### src/rtl/core/conv3_pkg.sv
// Shared constants and types for the 3x3 convolution line-detect core.
// No dependencies; used by conv3_linebuf, conv3_cell and the top level.
package conv3_pkg;

  localparam int PIX_W         = 8;
  localparam int PIX_MAX       = 255;
  localparam int DIM_W         = 10;
  localparam int ROW_W         = 9;
  localparam int MAX_HEIGHT    = 512;
  localparam int KROW_W        = 24;
  localparam int CFG_IDX_W     = 3;
  localparam int DEF_MAX_WIDTH = 512;
  localparam int DEF_COEF_BITS = 8;
  localparam int DEF_IMAGE_DIM = 512;
  localparam logic [KROW_W-1:0] KERNEL_RESET = 24'hFF02FF;

  typedef enum logic [CFG_IDX_W-1:0] {
    REG_IMAGE_WIDTH   = 3'd0,
    REG_IMAGE_HEIGHT  = 3'd1,
    REG_KERNEL_TOP    = 3'd2,
    REG_KERNEL_MIDDLE = 3'd3,
    REG_KERNEL_BOTTOM = 3'd4
  } cfg_reg_t;

  // per-stage load strobes for a window column cell
  typedef struct packed {
    logic shift;
    logic mul;
    logic sum;
  } cell_ctl_t;

endpackage

### src/rtl/core/conv3_cell.sv
// One window column cell: three pixels, three products, one column sum.
// Hands its pixel column to the left neighbor on every window shift. Depends on conv3_pkg.
module conv3_cell #(
  parameter int COEF_BITS = conv3_pkg::DEF_COEF_BITS,
  parameter int PW        = COEF_BITS + conv3_pkg::PIX_W + 1
) (
  input  logic                                  clk,
  input  logic                                  rst_n,
  input  conv3_pkg::cell_ctl_t                  ctl,
  input  logic [2:0][conv3_pkg::PIX_W-1:0]      col_in,
  input  logic [2:0][COEF_BITS-1:0]             coef,
  output logic [2:0][conv3_pkg::PIX_W-1:0]      col_out,
  output logic signed [PW+1:0]                  sum_out
);

  logic [2:0][conv3_pkg::PIX_W-1:0] col_r;
  logic signed [PW-1:0]             prod_r [3];
  logic signed [PW-1:0]             prod_nxt [3];
  logic signed [PW+1:0]             sum_r;
  logic signed [PW+1:0]             sum_nxt;

  always_comb begin
    for (int k = 0; k < 3; k++) begin
      prod_nxt[k] = $signed({1'b0, col_r[k]}) * $signed(coef[k]);
    end
    sum_nxt = (PW+2)'(prod_r[0]) + (PW+2)'(prod_r[1]) + (PW+2)'(prod_r[2]);
  end

  always_ff @(posedge clk) begin
    if (!rst_n) begin
      col_r <= '0;
    end else if (ctl.shift) begin
      col_r <= col_in;
    end
  end

  always_ff @(posedge clk) begin
    if (ctl.mul) begin
      for (int k = 0; k < 3; k++) begin
        prod_r[k] <= prod_nxt[k];
      end
    end
    if (ctl.sum) begin
      sum_r <= sum_nxt;
    end
  end

  assign col_out = col_r;
  assign sum_out = sum_r;

endmodule

### config.mk
export PLATFORM = sky130hd
export DESIGN_NAME = conv3_cell
export DESIGN_NICKNAME = d
export VERILOG_FILES = /design/src/rtl/core/conv3_pkg.sv /design/src/rtl/core/conv3_cell.sv
export SDC_FILE = /design/constraint.sdc
export NUM_CORES = 1
export LEC_CHECK = 0
export ABC_AREA = 1
export BUFFER_PORTS_ARGS = -buffer_cell sky130_fd_sc_hd__buf_2
export CORE_MARGIN = 4
export CORE_UTILIZATION = 60
export CTS_CLUSTER_DIAMETER = 60
export DETAILED_ROUTE_END_ITERATION = 10
export PLACE_DENSITY = 0.8
export SLEW_MARGIN = 0
export SYNTH_ARGS = -nofsm -noshare
export SYNTH_HDL_FRONTEND = slang
export SYNTH_SLANG_ARGS = --single-unit
### constraint.sdc
create_clock -name clk -period 7.4 [get_ports clk]
set_input_delay 0 -clock clk [delete_from_list [all_inputs] [get_ports clk]]
set_output_delay 0 -clock clk [all_outputs]
set_load 0.05 [all_outputs]
# Word-level counts from Yosys, hierarchy flattened

Memories as Yosys holds them, arrays and structs flattened.
Index checks and enable logic that the tools add are counted.

Bits in read-only memories: 0
Latch bits: 0
Bits in writable memories: 51
Flip-flop bits (word level): 43
Memories: 1
Input port bits: 53

Memories:

| memory | words | width | read ports | clocked after Yosys merged registers in | write ports | line             | text |
|---|---|---|---|---|---|---|---|
| prod_r | 3     | 17    | 3          | 0                                       | 3           | conv3_cell.sv:17 | `logic signed [PW-1:0] prod_r [3];` |

Multipliers: 3
Add/sub/neg operators: 2
Equality and inequality tests: 0
Reductions and logical operators: 0
Shift operators: 0
Order comparisons: 0
Bitwise logic cells: 0
Divide/modulo/power cells: 0
Muxes and demuxes: 2

Operators by type and width:

| cell             | number |
|---|---|
| $mul A9 B8 Y17   | 3 |
| $add A18 B17 Y19 | 1 |
| $add A17 B17 Y18 | 1 |
| $mux W1          | 2 |

# Logic depth before layout (Yosys ltp)

Word-level depth: 2
Mapped depth: 21

# Worst setup path before layout

Ideal clock, no wire load.

Kind: reg2reg
Start: reg col_r (netlist bit col_out[16])
End: mem prod_r[0][48] (netlist name) (data pin)
Arrival time: 4.140 ns
Library setup time: 0.257 ns
Period minus slack after synthesis: 4.398 ns
Cell stages (with the launch flop): 17
Path slack: 3.002 ns
Buffers on the path: 1
Cell sequence: dfxtp_1 > clkbuf_1 > or2_2 > fa_1 > fa_1 > inv_1 > fa_1 > inv_1 > fa_1 > inv_1 > ha_1 > a21oi_2 > o21ai_0 > nand2_1 > o211ai_1 > nand2_1 > nand2_1

RTL lines:

| element                  | line             | text |
|---|---|---|
| start: declaration       | conv3_cell.sv:16 | `logic [2:0][conv3_pkg::PIX_W-1:0] col_r;` |
| start signal: assignment | conv3_cell.sv:33 | `col_r <= col_in;` |
| end: declaration         | conv3_cell.sv:17 |  |

==> results.yml <==
die:
  dieArea_um2: 21100
  initial_core_util: 0.619
  die_w_um: 145
  num_rows: 49
  core_um2: 18300
  io_pins: 96
  chipHeight_um: 145
power_and_ir_drop:
  power_leakage_nw: 7.31
  finalPower_mw: 3.66
  power_density_nw_per_um2: 296
  vdd_drop_max_v: 0.000217
timing:
  worst_pin_slew_ns: 0.640
  skew_ns: 0.0135
  setup-tns-final_ns: 0
  timing.final.ws_setup_ns: 3.12
  fin_crit_ns: 4.28
  setup_viol: 0
  rsz0062_at_grt: "false"
  finalCritPeriodShare: 0.578
  final_hold_viol_count: 0
  slew-limit-headroom: 0.574
  max_clock_freq_mhz: 234
  fin_hold_ws_ns: 0.0522
  drv_slew: 0
synthesis:
  synthesis.nets: 1722
  syn_inst: 1394
  syn_area_per_cell_um2: 8.11
  ys_seq_area_frac: 0.228
  yosysMostFrequentCell: "inv_1"
  synth_warnings: 0
  synth-edff-count: 70
  async_reset_ff_frac: 0
  synthTopCellsByCount: "345 x inv_1, 322 x nand2_1, 146 x ha_1"
  ys_ff_latch: 94
  synth_ff_type: "edfxtp_1"
  yosysTopAreaCellShare: 0.228
  synth_area_leaders: "fa_1 23%, edfxtp_1 19%, ha_1 16%"
  syn_area_um2: 11300
  synth_cell_type_count: 33
  yosys.area.top_type: "fa_1"
detailed_routing:
  drt_iter0_markers: 604
  met2_length_mm: 12.1
  wl_per_cell_um: 14.3
  wirelength_mm: 24.5
  wl_met3_mm: 1.24
  wirelength_met1_mm: 10.4
  ant_nets: 0
  drc: 0
  vias: 8815
  viasPerCell: 5.15
  firstDrtPassIters: 5
  top_layer: "met4"
layout:
  fin_util: 0.679
  fin_nets: 1803
  fin_area_um2: 12400
  area_growth_pct: 9.60
  final_cells: 1710
  drive_above_1_share: 0.0939
clocking:
  clockRootBuffer: "clkbuf_16"
  clock_latency_ns: 0.36
  htree_num_levels: 3
  clkSlewWorstSetupHoldPaths_ns: 0.06
  tritoncts: "yes"
  cts_sinks: 94
  cts_buffers: 9
  cts_setup_buffers: 0
  cts_buffer_depth: 2
placement:
  placed_cells: 1669
  globalplace.congestion: 0.913
  postPlaceCellArea_um2: 11900
  place_ws_ns: 3.15
  place_hpwl_mm: 19.6
  port_buffers: 95
grt:
  grt_pass1_wl_mm: 42.6
  grt_usage: 0.245
  antenna_found_initial: 1
  grt-ovfl-total: 0
  grt_max_degree: 52
  grt_pass1_vias: 9161
worst_setup_path:
  critPathKind: "flip-flop to flip-flop"
  arrival_ns: 4.38
  cp-end-kind: "flip-flop"
  r2r_slack_ns: 3.12
  endpoint: "prod_r[0][48]"
  rr_worst_depth: 15
  r2r_start: "col_out[16]"
  crit_start: "col_out[16]"
  worstSetupStartpointType: "flip-flop"
  critPathRequiredTime_ns: 7.50
  cp_max_fo: 10
  r2r-end: "prod_r[0][48]"
flow_run:
  drv_cap: 0
status:
  status: "finished, final reports clean"
min_path:
  hold_class: "input pin to flip-flop"
## placed cells by master, fill, tap and decap left out, drive strengths merged
cell type / Yosys / routed
dfxtp: 24 / 24
o2111ai: 1 / 1
edfxtp: 70 / 70
ha: 146 / 146
fa: 129 / 129
nor3: 8 / 8
o211ai: 1 / 1
a31oi: 5 / 5
diode: 0 / 1
clkinv: 3 / 3
or2: 10 / 10
clkbuf: 49 / 11
o21bai: 2 / 2
nand2: 330 / 330
and2: 2 / 2
a21oi: 38 / 38
o21a: 3 / 3
a21o: 3 / 3
nand3: 34 / 34
buf: 2 / 97
nor2: 101 / 101
nand4: 8 / 8
o21ai: 44 / 44
inv: 349 / 354
xor2: 23 / 23
xnor2: 9 / 9
dlygate4sd3: 0 / 24
## worst min path at each step
stage	startpoint	endpoint	slack (ns)	cells past startpoint
after CTS	coef[0]	prod_r[0][0]	0.04	3
after detailed placement	col_in[23]	col_out[23]	0.23	3
after global placement	col_in[13]	col_out[13]	0.22	3
after global routing	coef[0]	prod_r[0][0]	0.08	3
final	coef[0]	prod_r[0][0]	0.05	3
after floorplan	ctl[1]	prod_r[0][0]	0.11	0
## what timing repair did
item,in CTS,in global routing
endpoints found under the hold margin,24,0
resized for setup,0,0
hold buffers,24,0
## layer usage
metal	up-vias	GRT usage
met5	-	0
li1	4346	-
met3	36	0.0315
met1	4159	0.319
met2	274	0.426
met4	0	0.0802
## kinds of logic (layout without fill, tap and decap cells)
kind of cell | Yosys count | count (layout) | share of synthesized area
XOR/XNOR | 32 | 32 | 0.0248
flip-flops | 94 | 94 | 0.228
AND/OR/NAND/NOR | 493 | 493 | 0.175
buffers and inverters | 403 | 489 | 0.134
adder cells (fa/ha/maj) | 275 | 275 | 0.390
other | 0 | 1 | 0
AO/OA/AOI/OAI | 97 | 97 | 0.0481
## layout make-up
type	count	area, um^2
timing repair buffer	121	731
fill	1466	5870
inverter	352	1320
clock inverter	5	26.3
antenna	1	2.50
clock buffer	11	234
tap	229	287
sequential	94	2580
multi-input combinational	897	7210
## power by group
group	leakage (nW)	internal, mW	total (mW)	switching, mW
clock network	0.140	0.228	0.434	0.206
registers	0.894	0.821	0.913	0.0919
logic	6.28	0.812	2.32	1.50
total	7.31	1.86	3.66	1.80
## registers in the layout, indices dropped and copies added (netlist names)
| register | count |
|---|---|
| col_out | 24 |
| prod_r | 51 |
| sum_out | 19 |
## worst max-delay path: stages, from the launching register on
cell	delay (ns)
dfxtp_1	0.41
or2_2	0.35
fa_1	0.50
fa_1	0.54
inv_1	0.05
fa_1	0.53
inv_1	0.06
fa_1	0.53
inv_1	0.05
ha_1	0.38
a21oi_2	0.24
o21ai_0	0.10
nand2_1	0.10
o211ai_1	0.08
nand2_1	0.07
nand2_1	0.05
No activity file was read; power rests on OpenSTA's default activity.
